[src/sv/crcg_pkg.sv]
`timescale 1ns / 1ps
`default_nettype none

package crcg_pkg;

    localparam int MAX_DISTANCE = 8;
    localparam int MAX_SIDE     = 1024;

    localparam int COORD_W = 10;
    localparam int SIDE_W  = 11;
    localparam int DIST_W  = 4;
    localparam int INDEX_W = 20;
    localparam int DATA_W  = 32;
    localparam int ADDR_W  = 3;

    // Signed offset wide enough for -MAX_DISTANCE..+MAX_DISTANCE.
    localparam int OFS_W   = $clog2(MAX_DISTANCE) + 2;
    // Signed candidate coordinate: center plus offset with a sign bit.
    localparam int NX_W    = COORD_W + 2;

    localparam logic [SIDE_W-1:0] SIDE_LIMIT  = SIDE_W'(MAX_SIDE);
    localparam logic [SIDE_W-1:0] SIDE_RESET  = SIDE_W'(64);
    localparam logic [DIST_W-1:0] DIST_LIMIT  = DIST_W'(MAX_DISTANCE);

    typedef enum logic
    {
        REG_GRID_WIDTH  = 1'b0,
        REG_GRID_HEIGHT = 1'b1
    } crcg_reg_t;

    typedef enum logic [1:0]
    {
        ST_IDLE,
        ST_WALK,
        ST_FLUSH
    } crcg_state_t;

    typedef struct packed
    {
        logic load;
        logic step;
        logic flush;
    } crcg_cmd_t;

    typedef struct packed
    {
        logic dist_zero;
        logic cand_valid;
        logic pend_valid;
        logic out_free;
        logic walk_done;
    } crcg_status_t;

    function automatic logic [SIDE_W-1:0] clamp_side(input logic [SIDE_W-1:0] v);
        clamp_side = (v > SIDE_LIMIT) ? SIDE_LIMIT : v;
    endfunction

endpackage

`default_nettype wire

[src/sv/crcg_regs.sv]
`timescale 1ns / 1ps
`default_nettype none

module crcg_regs
(
    input  wire logic                       clk,
    input  wire logic                       rst_n,
    input  wire logic                       psel,
    input  wire logic                       penable,
    input  wire logic                       pwrite,
    input  wire logic [crcg_pkg::ADDR_W-1:0] paddr,
    input  wire logic [crcg_pkg::DATA_W-1:0] pwdata,
    output logic      [crcg_pkg::DATA_W-1:0] prdata,
    output logic                            pready,
    output logic      [crcg_pkg::SIDE_W-1:0] grid_width,
    output logic      [crcg_pkg::SIDE_W-1:0] grid_height
);
    import crcg_pkg::*;

    logic [SIDE_W-1:0] width_reg;
    logic [SIDE_W-1:0] height_reg;
    logic              wr_en;
    crcg_reg_t         sel;

    assign pready = 1'b1;
    assign wr_en  = psel && penable && pwrite && pready;
    assign sel    = crcg_reg_t'(paddr[2]);

    always_ff @(posedge clk or negedge rst_n)
    begin
        if (!rst_n)
        begin
            width_reg  <= SIDE_RESET;
            height_reg <= SIDE_RESET;
        end
        else if (wr_en)
        begin
            case (sel)
                REG_GRID_WIDTH:  width_reg  <= pwdata[SIDE_W-1:0];
                REG_GRID_HEIGHT: height_reg <= pwdata[SIDE_W-1:0];
                default:         ;
            endcase
        end
    end

    always_comb
    begin
        case (sel)
            REG_GRID_WIDTH:  prdata = DATA_W'(width_reg);
            REG_GRID_HEIGHT: prdata = DATA_W'(height_reg);
            default:         prdata = '0;
        endcase
    end

    assign grid_width  = width_reg;
    assign grid_height = height_reg;

endmodule

`default_nettype wire

[src/sv/crcg_ctrl.sv]
`timescale 1ns / 1ps
`default_nettype none

module crcg_ctrl
(
    input  wire logic                  clk,
    input  wire logic                  rst_n,
    input  wire logic                  in_valid,
    output logic                       in_stall,
    input  wire crcg_pkg::crcg_status_t status,
    output crcg_pkg::crcg_cmd_t        cmd
);
    import crcg_pkg::*;

    crcg_state_t state_reg;
    crcg_state_t state_next;

    always_ff @(posedge clk or negedge rst_n)
    begin
        if (!rst_n)
        begin
            state_reg <= ST_IDLE;
        end
        else
        begin
            state_reg <= state_next;
        end
    end

    always_comb
    begin
        state_next = state_reg;
        cmd        = '0;
        in_stall   = 1'b1;
        case (state_reg)
            ST_IDLE:
            begin
                in_stall = 1'b0;
                if (in_valid)
                begin
                    cmd.load = 1'b1;
                    // A zero-distance ring is taken and dropped at once.
                    if (!status.dist_zero)
                    begin
                        state_next = ST_WALK;
                    end
                end
            end
            ST_WALK:
            begin
                // Hold the walker only when a found cell has nowhere to go.
                cmd.step = !(status.cand_valid && status.pend_valid && !status.out_free);
                if (cmd.step && status.walk_done)
                begin
                    state_next = ST_FLUSH;
                end
            end
            ST_FLUSH:
            begin
                if (!status.pend_valid)
                begin
                    state_next = ST_IDLE;
                end
                else if (status.out_free)
                begin
                    cmd.flush  = 1'b1;
                    state_next = ST_IDLE;
                end
            end
            default:
            begin
                state_next = ST_IDLE;
            end
        endcase
    end

    a_load_only_idle: assert property (@(posedge clk) disable iff (!rst_n)
        cmd.load |-> (state_reg == ST_IDLE))
        else $error("input taken while a ring is in progress");

    a_flush_has_cell: assert property (@(posedge clk) disable iff (!rst_n)
        cmd.flush |-> (status.pend_valid && status.out_free))
        else $error("flush without a pending cell or free output");

    a_walk_exit: assert property (@(posedge clk) disable iff (!rst_n)
        (state_reg == ST_WALK && state_next == ST_FLUSH) |-> status.walk_done)
        else $error("walk left before the last offset");

endmodule

`default_nettype wire

[src/sv/crcg_dp.sv]
`timescale 1ns / 1ps
`default_nettype none

module crcg_dp
(
    input  wire logic                         clk,
    input  wire logic                         rst_n,
    input  wire crcg_pkg::crcg_cmd_t          cmd,
    output crcg_pkg::crcg_status_t            status,
    input  wire logic [crcg_pkg::COORD_W-1:0] center_x,
    input  wire logic [crcg_pkg::COORD_W-1:0] center_y,
    input  wire logic [crcg_pkg::DIST_W-1:0]  ring_distance,
    input  wire logic [crcg_pkg::SIDE_W-1:0]  grid_width,
    input  wire logic [crcg_pkg::SIDE_W-1:0]  grid_height,
    output logic                              out_valid,
    input  wire logic                         out_stall,
    output logic      [crcg_pkg::COORD_W-1:0] cell_x,
    output logic      [crcg_pkg::COORD_W-1:0] cell_y,
    output logic      [crcg_pkg::INDEX_W-1:0] cell_index,
    output logic                              last_cell
);
    import crcg_pkg::*;

    logic [COORD_W-1:0]       cx_reg;
    logic [COORD_W-1:0]       cy_reg;
    logic [OFS_W-2:0]         d_reg;
    logic signed [OFS_W-1:0]  dx_reg;
    logic signed [OFS_W-1:0]  dx_next;
    logic signed [OFS_W-1:0]  dy_reg;
    logic signed [OFS_W-1:0]  dy_next;

    logic                     pend_valid_reg;
    logic [COORD_W-1:0]       pend_x_reg;
    logic [COORD_W-1:0]       pend_y_reg;
    logic [INDEX_W-1:0]       pend_index_reg;

    logic                     out_valid_reg;
    logic [COORD_W-1:0]       out_x_reg;
    logic [COORD_W-1:0]       out_y_reg;
    logic [INDEX_W-1:0]       out_index_reg;
    logic                     out_last_reg;

    logic [DIST_W-1:0]        d_sat;
    logic signed [OFS_W-1:0]  pos_d;
    logic signed [OFS_W-1:0]  neg_d;
    logic                     edge_row;
    logic                     walk_done;
    logic [NX_W-1:0]          nx;
    logic [NX_W-1:0]          ny;
    logic [SIDE_W-1:0]        w_lim;
    logic [SIDE_W-1:0]        h_lim;
    logic                     cand_valid;
    logic [COORD_W+SIDE_W-1:0] row_base;
    logic [INDEX_W-1:0]       cand_index;
    logic                     out_free;
    logic                     push_mid;

    assign d_sat  = (ring_distance > DIST_LIMIT) ? DIST_LIMIT : ring_distance;
    assign pos_d  = $signed({1'b0, d_reg});
    assign neg_d  = -pos_d;
    assign w_lim  = clamp_side(grid_width);
    assign h_lim  = clamp_side(grid_height);

    // Rows at the top and bottom of the ring are walked cell by cell; the
    // rows between them hold only their two end cells.
    assign edge_row  = (dy_reg == neg_d) || (dy_reg == pos_d);
    assign walk_done = (dy_reg == pos_d) && (dx_reg == pos_d);

    always_comb
    begin
        dx_next = dx_reg;
        dy_next = dy_reg;
        if (dx_reg == pos_d)
        begin
            dx_next = neg_d;
            dy_next = dy_reg + OFS_W'(1);
        end
        else if (edge_row)
        begin
            dx_next = dx_reg + OFS_W'(1);
        end
        else
        begin
            dx_next = pos_d;
        end
    end

    assign nx = {2'b00, cx_reg} + {{(NX_W-OFS_W){dx_reg[OFS_W-1]}}, dx_reg};
    assign ny = {2'b00, cy_reg} + {{(NX_W-OFS_W){dy_reg[OFS_W-1]}}, dy_reg};

    assign cand_valid = !nx[NX_W-1] && !ny[NX_W-1]
                        && (nx[SIDE_W-1:0] < w_lim) && (ny[SIDE_W-1:0] < h_lim);

    assign row_base   = ny[COORD_W-1:0] * w_lim;
    assign cand_index = row_base[INDEX_W-1:0] + INDEX_W'(nx[COORD_W-1:0]);

    assign out_free = !out_valid_reg || !out_stall;
    assign push_mid = cmd.step && cand_valid && pend_valid_reg;

    always_ff @(posedge clk)
    begin
        if (cmd.load)
        begin
            cx_reg <= center_x;
            cy_reg <= center_y;
            d_reg  <= (OFS_W-1)'(d_sat);
            dx_reg <= -$signed({1'b0, (OFS_W-1)'(d_sat)});
            dy_reg <= -$signed({1'b0, (OFS_W-1)'(d_sat)});
        end
        else if (cmd.step)
        begin
            dx_reg <= dx_next;
            dy_reg <= dy_next;
        end
    end

    always_ff @(posedge clk or negedge rst_n)
    begin
        if (!rst_n)
        begin
            pend_valid_reg <= 1'b0;
            out_valid_reg  <= 1'b0;
        end
        else
        begin
            if (cmd.load || cmd.flush)
            begin
                pend_valid_reg <= 1'b0;
            end
            else if (cmd.step && cand_valid)
            begin
                pend_valid_reg <= 1'b1;
            end

            if (push_mid || cmd.flush)
            begin
                out_valid_reg <= 1'b1;
            end
            else if (!out_stall)
            begin
                out_valid_reg <= 1'b0;
            end
        end
    end

    // A cell is held until the next is found, so the last can be marked.
    always_ff @(posedge clk)
    begin
        if (cmd.step && cand_valid)
        begin
            pend_x_reg     <= nx[COORD_W-1:0];
            pend_y_reg     <= ny[COORD_W-1:0];
            pend_index_reg <= cand_index;
        end
        if (push_mid || cmd.flush)
        begin
            out_x_reg     <= pend_x_reg;
            out_y_reg     <= pend_y_reg;
            out_index_reg <= pend_index_reg;
            out_last_reg  <= cmd.flush;
        end
    end

    assign status.dist_zero  = (d_sat == '0);
    assign status.cand_valid = cand_valid;
    assign status.pend_valid = pend_valid_reg;
    assign status.out_free   = out_free;
    assign status.walk_done  = walk_done;

    assign out_valid  = out_valid_reg;
    assign cell_x     = out_x_reg;
    assign cell_y     = out_y_reg;
    assign cell_index = out_index_reg;
    assign last_cell  = out_last_reg;

    a_no_overwrite: assert property (@(posedge clk) disable iff (!rst_n)
        (push_mid || cmd.flush) |-> out_free)
        else $error("output register overwritten while stalled");

    a_walk_range: assert property (@(posedge clk) disable iff (!rst_n)
        cmd.step |-> (dy_reg <= pos_d && dy_reg >= neg_d
                      && dx_reg <= pos_d && dx_reg >= neg_d))
        else $error("ring offset out of range");

    a_ring_cell: assert property (@(posedge clk) disable iff (!rst_n)
        cmd.step |-> (edge_row || dx_reg == pos_d || dx_reg == neg_d))
        else $error("walker visited a cell inside the ring");

endmodule

`default_nettype wire

[src/sv/chebyshev_ring_coordinate_generator.sv]
// Each item is accepted in the idle state, walked over the 8*d ring positions
// (d the saturated ring distance) and closed by a flush step; d = 0 is only
// accepted. A cell reaches the output the cycle after the next one is found.
// The last cell reaches it the cycle after the flush step. The offset walker
// visits one ring position a cycle, and a stall downstream holds it.
// Reset sets grid_width and grid_height to 64 and idles the walker.
`timescale 1ns / 1ps
`default_nettype none

module chebyshev_ring_coordinate_generator
(
    input  wire logic                         clk,
    input  wire logic                         rst_n,
    input  wire logic                         in_valid,
    output logic                              in_stall,
    input  wire logic [crcg_pkg::COORD_W-1:0] center_x,
    input  wire logic [crcg_pkg::COORD_W-1:0] center_y,
    input  wire logic [crcg_pkg::DIST_W-1:0]  ring_distance,
    output logic                              out_valid,
    input  wire logic                         out_stall,
    output logic      [crcg_pkg::COORD_W-1:0] cell_x,
    output logic      [crcg_pkg::COORD_W-1:0] cell_y,
    output logic      [crcg_pkg::INDEX_W-1:0] cell_index,
    output logic                              last_cell,
    input  wire logic                         psel,
    input  wire logic                         penable,
    input  wire logic                         pwrite,
    input  wire logic [crcg_pkg::ADDR_W-1:0]  paddr,
    input  wire logic [crcg_pkg::DATA_W-1:0]  pwdata,
    output logic      [crcg_pkg::DATA_W-1:0]  prdata,
    output logic                              pready
);
    import crcg_pkg::*;

    logic [SIDE_W-1:0] grid_width;
    logic [SIDE_W-1:0] grid_height;
    crcg_cmd_t         cmd;
    crcg_status_t      status;

    crcg_regs u_regs
    (
        .clk         (clk),
        .rst_n       (rst_n),
        .psel        (psel),
        .penable     (penable),
        .pwrite      (pwrite),
        .paddr       (paddr),
        .pwdata      (pwdata),
        .prdata      (prdata),
        .pready      (pready),
        .grid_width  (grid_width),
        .grid_height (grid_height)
    );

    crcg_ctrl u_ctrl
    (
        .clk      (clk),
        .rst_n    (rst_n),
        .in_valid (in_valid),
        .in_stall (in_stall),
        .status   (status),
        .cmd      (cmd)
    );

    crcg_dp u_dp
    (
        .clk           (clk),
        .rst_n         (rst_n),
        .cmd           (cmd),
        .status        (status),
        .center_x      (center_x),
        .center_y      (center_y),
        .ring_distance (ring_distance),
        .grid_width    (grid_width),
        .grid_height   (grid_height),
        .out_valid     (out_valid),
        .out_stall     (out_stall),
        .cell_x        (cell_x),
        .cell_y        (cell_y),
        .cell_index    (cell_index),
        .last_cell     (last_cell)
    );

endmodule

`default_nettype wire

[config.mk]
export PLATFORM = sky130hd
export DESIGN_NAME = chebyshev_ring_coordinate_generator
export DESIGN_NICKNAME = d
export VERILOG_FILES = /design/src/sv/crcg_pkg.sv /design/src/sv/crcg_regs.sv /design/src/sv/crcg_ctrl.sv /design/src/sv/crcg_dp.sv /design/src/sv/chebyshev_ring_coordinate_generator.sv
export SDC_FILE = /design/constraint.sdc
export NUM_CORES = 1
export LEC_CHECK = 0
export BUFFER_PORTS_ARGS = -buffer_cell sky130_fd_sc_hd__buf_2
export CORE_UTILIZATION = 54
export CTS_CLUSTER_DIAMETER = 80
export CTS_CLUSTER_SIZE = 25
export DETAILED_ROUTE_END_ITERATION = 12
export PLACE_DENSITY = 0.79
export SLEW_MARGIN = 40
export SYNTH_ARGS = -nofsm -noshare
export SYNTH_HDL_FRONTEND = slang
export SYNTH_SLANG_ARGS = --single-unit
export TNS_END_PERCENT = 30
[constraint.sdc]
create_clock -name clk -period 6 [get_ports clk]
set_input_delay 0.3 -clock clk [delete_from_list [all_inputs] [get_ports clk]]
set_output_delay 0.3 -clock clk [all_outputs]
set_load 0.02 [all_outputs]
==> results of run 1 <==
==> cell usage in the layout (no fill, tap or decap), types with 34 or more instances in the layout <==
cell type,synthesis,layout
buf_4,24,100
fa_1,81,80
nor2_1,63,60
inv_1,163,153
nand2_1,89,87
buf_2,2,96
mux2_2,34,34
edfxtp_1,115,115
ha_1,103,95
xnor2_1,39,39
==> worst reg2reg max path: cells and delay by family (launching register included) <==
family                     cells  cell delay, ns
AOI/OAI and AO/OA              9            1.48
xor gates and xnor gates       2            0.22
adders and majority gates      8            3.18
and+or+nand+nor                3            0.34
DFF                            1            0.34
buffers and inverters          6            0.46
==> stage by stage <==
step	worst slack, ns	utilization [%]	hold WS [ns]
detailed placement	-0.3979	63.10	0.3299
global route	-0.5300	67.63	0.03297
global placement	-0.3099	63.10	0.3294
finish	-0.2559	67.63	0.04314
CTS	-0.3097	67.06	0.03239
floorplan	-0.1891	-	0.004409
==> area by class of cell <==
cell class	count	area [sq um]
timing repair buffer	201	1313
clock inverter	12	265.3
tap	265	331.6
fill	1432	6341
sequential	141	4106
clock buffer	20	436.7
multi-input combinational	665	6168
inverter	167	628.1
==> worst max path at each step <==
| stage | startpoint | to | slack [ns] | depth (start not counted) |
|---|---|---|---|---|
| 2_1_floorplan | u_dp.dy_reg[0] | u_dp.pend_index_reg[17] | -0.19 | 27 |
| 3_5_place_dp | u_dp.cy_reg[0] | u_dp.pend_index_reg[18] | -0.40 | 26 |
| 4_1_cts | u_dp.dy_reg[0] | u_dp.pend_index_reg[19] | -0.31 | 28 |
| 5_1_grt | u_dp.dy_reg[0] | u_dp.pend_index_reg[19] | -0.53 | 28 |
| 3_3_place_gp | u_dp.dy_reg[0] | u_dp.pend_index_reg[17] | -0.31 | 28 |
| 6_report | u_dp.dy_reg[0] | u_dp.pend_index_reg[17] | -0.26 | 28 |
==> per-layer routing <==
layer | part of all wire (%) | GRT usage, %
met4 | 3.3 | 11.20
met2 | 49 | 41.06
met5 | 0 | 0
met1 | 43 | 30.50
met3 | 4.7 | 4.765
==> cells by family (layout without fill, tap and decap cells) <==
kind of cell,count (synthesis),in the layout,synth area share [%]
buf+inv,210,400,8.176
other cells,2,22,0.06912
compound gates,122,122,7.762
xor+xnor,54,54,4.491
flops,141,141,37.79
simple gates,245,245,10.97
fa+ha+maj,184,184,26.78
mux,38,38,3.950
==> repair_timing <==
action                     4_1_cts  5_1_grt
hold buffers                     1        0
hold endpoints to repair        24        0
pin swaps                       33       33
setup endpoints to repair        6       11
gates resized for setup          9       21
setup buffers                    4        4
==> out/qor.yml, run 1 <==
status:
  status: "complete, but fails checks"
  violations: "negative setup slack"
timing:
  worst_slack_ns: -0.2559
  hold_viol: 0
  finalSetupViolations: 6
  drv_slew: 0
  fin_crit_sh_pct: 104.3
  final.setup.tns_ns: -0.9793
  worst_pin_slew_ns: 0.6436
  fmax_ghz: 0.1599
  fin_skew_ns: 0.008505
  slew_headroom_pct: 56.87
  rsz0062_at_grt: "yes"
  finalCriticalPeriod_ns: 6.256
detailed_routing:
  drc: 0
  wl_um: 23480
  first_iter_violations: 579
  drtPass1Iterations: 5
  vias_per_cell: 5.228
  ant_nets: 0
  wire_per_inst_um: 15.96
  vias: 7691
finish:
  drive_gt1_share_pct: 27.86
  design_area_sq_um: 13250
  final_cells: 1471
  layout.nets: 1443
  antenna_cells: 0
  areaGrowthSynthToFinish_pct: 21.94
logic_synthesis:
  ys_top_cells_by_count: "inv_1 (163), edfxtp_1 (115), ha_1 (103)"
  yosysMostFrequentCell: "inv_1"
  synth_area_leaders: "edfxtp_1 (32%), fa_1 (15%), ha_1 (12%)"
  synth_area_sq_um: 10870
  synth_cell_type_count: 82
  yosysTopAreaCell: "edfxtp_1"
  yosys_warnings: 0
  syn_avg_cell_area_sq_um: 10.91
  synth_enable_flop_cells: 115
  yosysSeqAreaShare_pct: 37.79
  synth_flop_cell: "edfxtp_1"
  synth.top_cell.area_share_pct: 31.78
  ys_ff_latch: 141
  synthArstFlopShare_pct: 18.44
  netlist_instances: 996
grt:
  antenna_found_initial: 0
  track_usage_pct: 24.48
  grt_max_degree: 36
  grt_overflow: 0
  grt_pass1_vias: 7835
  grt_pass1_wl_um: 38050
setup_path:
  end_kind: "flip-flop"
  path_common_cell: "fa_1"
  regToRegStartpoint: "u_dp.dy_reg[0]"
  crit_slowest_cell: "fa_1"
  cp.arrival_ns: 6.43
  crit_required_ns: 6.18
  critPathBufInv: 6
  reg2reg_to: "u_dp.pend_index_reg[17]"
  ff2ff_path_depth: 28
  setup.worst_path.start_class: "flip-flop"
  slowest_delay_ns: 0.51
  path_class: "flip-flop to flip-flop"
  r2r_slack_ns: -0.26
  cpLargestDelayFamily: "adder cells"
  crit_path_max_fanout: 5
clock_network:
  cts_tree: "done"
  clk_latency_ns: 0.43
  cts.path.max_buffers: 2
  cts_buffers: 17
  cts.sink_count: 141
  cts.htree.levels: 4
  path_clk_slew_ns: 0.06
  root_buffer: "clkbuf_16"
min_path:
  min_path_type: "input pin to flip-flop"
  holdPathStages: 1
  holdPathEnd: "u_dp.cx_reg[1]"
  worst_hold_startpoint: "center_x[1]"
floorplan:
  initial_core_util_pct: 55.46
  coreArea_sq_um: 19590
  fp.dieW_um: 143.9
  io_pins: 142
  fp-row-count: 51
  die_h_um: 143.9
  die_area_sq_um: 20690
place:
  place_area_sq_um: 12360
  io_buffers: 96
  place_congestion: 0.9371
  dp_hpwl_um: 18080
  placed_cells: 1430
flow_run:
  maxCapViolations: 0
Power of run 1 is not shown: default switching activity piles up to over one toggle a cycle in this logic, so the estimate is an artifact.
==> run 2: changes to the inputs <==
--- a/config.mk
+++ b/config.mk
@@ -6,11 +6,11 @@
 export NUM_CORES = 1
 export LEC_CHECK = 0
 export BUFFER_PORTS_ARGS = -buffer_cell sky130_fd_sc_hd__buf_2
-export CORE_UTILIZATION = 54
+export CORE_UTILIZATION = 40
 export CTS_CLUSTER_DIAMETER = 80
 export CTS_CLUSTER_SIZE = 25
 export DETAILED_ROUTE_END_ITERATION = 12
-export PLACE_DENSITY = 0.79
+export PLACE_DENSITY = 0.62
 export SLEW_MARGIN = 40
 export SYNTH_ARGS = -nofsm -noshare
 export SYNTH_HDL_FRONTEND = slang
==> out/qor.yml, run 2 (same netlist as run 1, synthesis figures left out) <==
clock_network:
  clk_latency_ns: 0.42  # about the same
  cts.sink_count: 141  # unchanged
  cts_tree: "done"
  cts.htree.levels: 4  # unchanged
  cts_buffers: 17  # unchanged
  path_clk_slew_ns: 0.06  # about the same
  cts.path.max_buffers: 2  # unchanged
  root_buffer: "clkbuf_16"
detailed_routing:
  ant_nets: 0  # unchanged
  drtPass1Iterations: 4  # -1
  wl_met1_um: 11300  # +12%
  vias: 7477  # -2.8%
  route.met3.wl_um: 827  # -25%
  first_iter_violations: 306  # -47%
  met2_wirelength_um: 11080  # -3.4%
  routed.top_layer: "met4"
  wl_um: 23730  # +1.1%
  vias_per_cell: 4.858  # -7.1%
  wire_per_inst_um: 15.42  # -3.4%
  drc: 0  # unchanged
timing:
  worst_pin_slew_ns: 0.6822  # +0.03867 ns
  slew_headroom_pct: 54.28  # -2.6 points
  finalSetupViolations: 6  # unchanged
  hold_viol: 0  # unchanged
  drv_slew: 0  # unchanged
  fin_skew_ns: 0.01072  # +0.002211 ns
  final.setup.tns_ns: -1.187  # -0.2079 ns
  fmax_ghz: 0.1592  # -0.39%
  finalCriticalPeriod_ns: 6.281  # +0.02478 ns
  worst_slack_ns: -0.2806  # -0.02478 ns
  fin_crit_sh_pct: 104.7  # +0.41 points
  rsz0062_at_grt: "yes"
grt:
  grt_pass1_vias: 7675  # -2.0%
  grt_overflow: 0  # unchanged
  track_usage_pct: 18.11  # -6.4 points
  grt_pass1_wl_um: 39300  # +3.3%
  grt_max_degree: 35  # -2.8%
  antenna_found_initial: 0  # unchanged
finish:
  layout.nets: 1441  # -0.14%
  antenna_cells: 0  # unchanged
  drive_gt1_share_pct: 27.66  # -0.20 points
  mostFrequentLayoutCells: "inv_1 (152), edfxtp_1 (115), ha_1 (97), buf_4 (97), buf_2 (96)"
  layout_commonest_cell: "inv_1"
  final_cells: 1539  # +4.6%
  areaGrowthSynthToFinish_pct: 21.61
floorplan:
  io_pins: 142  # unchanged
  coreArea_sq_um: 26350  # +35%
  die_area_sq_um: 27830  # +34%
  fp.dieW_um: 166.8  # +16%
  die_h_um: 166.8  # +16%
  fp-row-count: 59  # +16%
  initial_core_util_pct: 41.23  # -14 points
setup_path:
  reg2reg_to: "u_dp.pend_index_reg[17]"
  cp.arrival_ns: 6.46  # +0.03 ns
  crit_required_ns: 6.17  # about the same
  r2r_slack_ns: -0.28  # -0.02 ns
  slowest_delay_ns: 0.51  # about the same
  crit_path_max_fanout: 14  # +9
  regToRegStartpoint: "u_dp.dy_reg[4]"
  ff2ff_path_depth: 25  # -11%
  setup.worst_path.start_class: "flip-flop"
  crit_slowest_cell: "fa_1"
  end_kind: "flip-flop"
  path_common_cell: "fa_1"
  cpLargestDelayFamily: "adder cells"
  path_class: "flip-flop to flip-flop"
  critPathBufInv: 6  # unchanged
place:
  io_buffers: 96  # unchanged
  place_congestion: 0.8935  # -4.7%
  placed_cells: 1497  # +4.7%
  dp_hpwl_um: 18660  # +3.2%
min_path:
  min_path_type: "input pin to flip-flop"
  worst_hold_startpoint: "center_x[1]"
  holdPathStages: 1  # unchanged
  holdPathEnd: "u_dp.cx_reg[1]"
status:
  status: "complete, but fails checks"
  violations: "negative setup slack"
flow_run:
  maxCapViolations: 0  # unchanged
[run 2: area by class of cell]
class                   instances  area (sq um)
fillers                      2367         13140
multi-input cells             665          6163
flip-flops and latches        141          4106
repair buffers                199          1301
inverters                     167         628.1
clock buffers                  18         429.2
well taps                     335         419.2
clock inverters                14         166.4
[run 2: worst register-to-register path, stage by stage (launching register included)]
cell      delay, ns
edfxtp_1       0.48
buf_4          0.25
ha_1           0.23
or3_1          0.34
o21ai_0        0.10
a21oi_2        0.04
buf_4          0.16
xnor2_4        0.28
nor2_1         0.10
fa_1           0.51
inv_1          0.05
fa_1           0.51
fa_1           0.51
inv_2          0.04
fa_1           0.48
inv_2          0.04
fa_1           0.48
inv_2          0.05
ha_4           0.21
and3_4         0.18
a21boi_2       0.15
a21bo_2        0.25
a211oi_4       0.26
o21bai_1       0.09
a21oi_1        0.18
xnor2_1        0.07
[run 2: worst max path at each step]
| stage | start | endpoint | slack (ns) | cells after the start |
|---|---|---|---|---|
| 6_report | u_dp.dy_reg[4] | u_dp.pend_index_reg[17] | -0.28 | 25 |
| 3_3_place_gp | u_dp.dy_reg[0] | u_dp.pend_index_reg[18] | -0.33 | 26 |
| 4_1_cts | u_dp.dy_reg[0] | u_dp.pend_index_reg[17] | -0.28 | 28 |
| 5_1_grt | u_dp.cy_reg[0] | u_dp.pend_index_reg[17] | -0.56 | 31 |
| 2_1_floorplan | u_dp.dy_reg[0] | u_dp.pend_index_reg[17] | -0.19 | 27 |
| 3_5_place_dp | u_dp.cy_reg[0] | u_dp.pend_index_reg[18] | -0.40 | 26 |
[run 2: what timing repair did]
action / 4_1_cts / 5_1_grt
pin swaps: 29 / 10
endpoints found under the setup margin: 7 / 11
buffers inserted: 6 / 3
hold buffers: 1 / 0
resized for setup: 15 / 15
gates cloned: 0 / 0
hold endpoints to repair: 24 / 0
[run 2: layer usage]
layer	GRT usage, %	vias to the layer above
li1	-	3671
met1	24.47	3605
met2	29.78	171
met3	2.804	30
met4	5.918	0
met5	0	-
[run 2: stage by stage]
step                cell area, sq um  hold WS [ns]  util [%]  setup slack [ns]
floorplan                      11040      0.004409         -           -0.1891
global placement               12430        0.3345     47.15           -0.3337
detailed placement             12430        0.3386     47.15           -0.3993
CTS                            13140       0.03018     49.85           -0.2768
global route                   13210       0.03080     50.14           -0.5615
finish                         13210       0.04885     50.14           -0.2806
Power of run 2 is left out for the same reason.
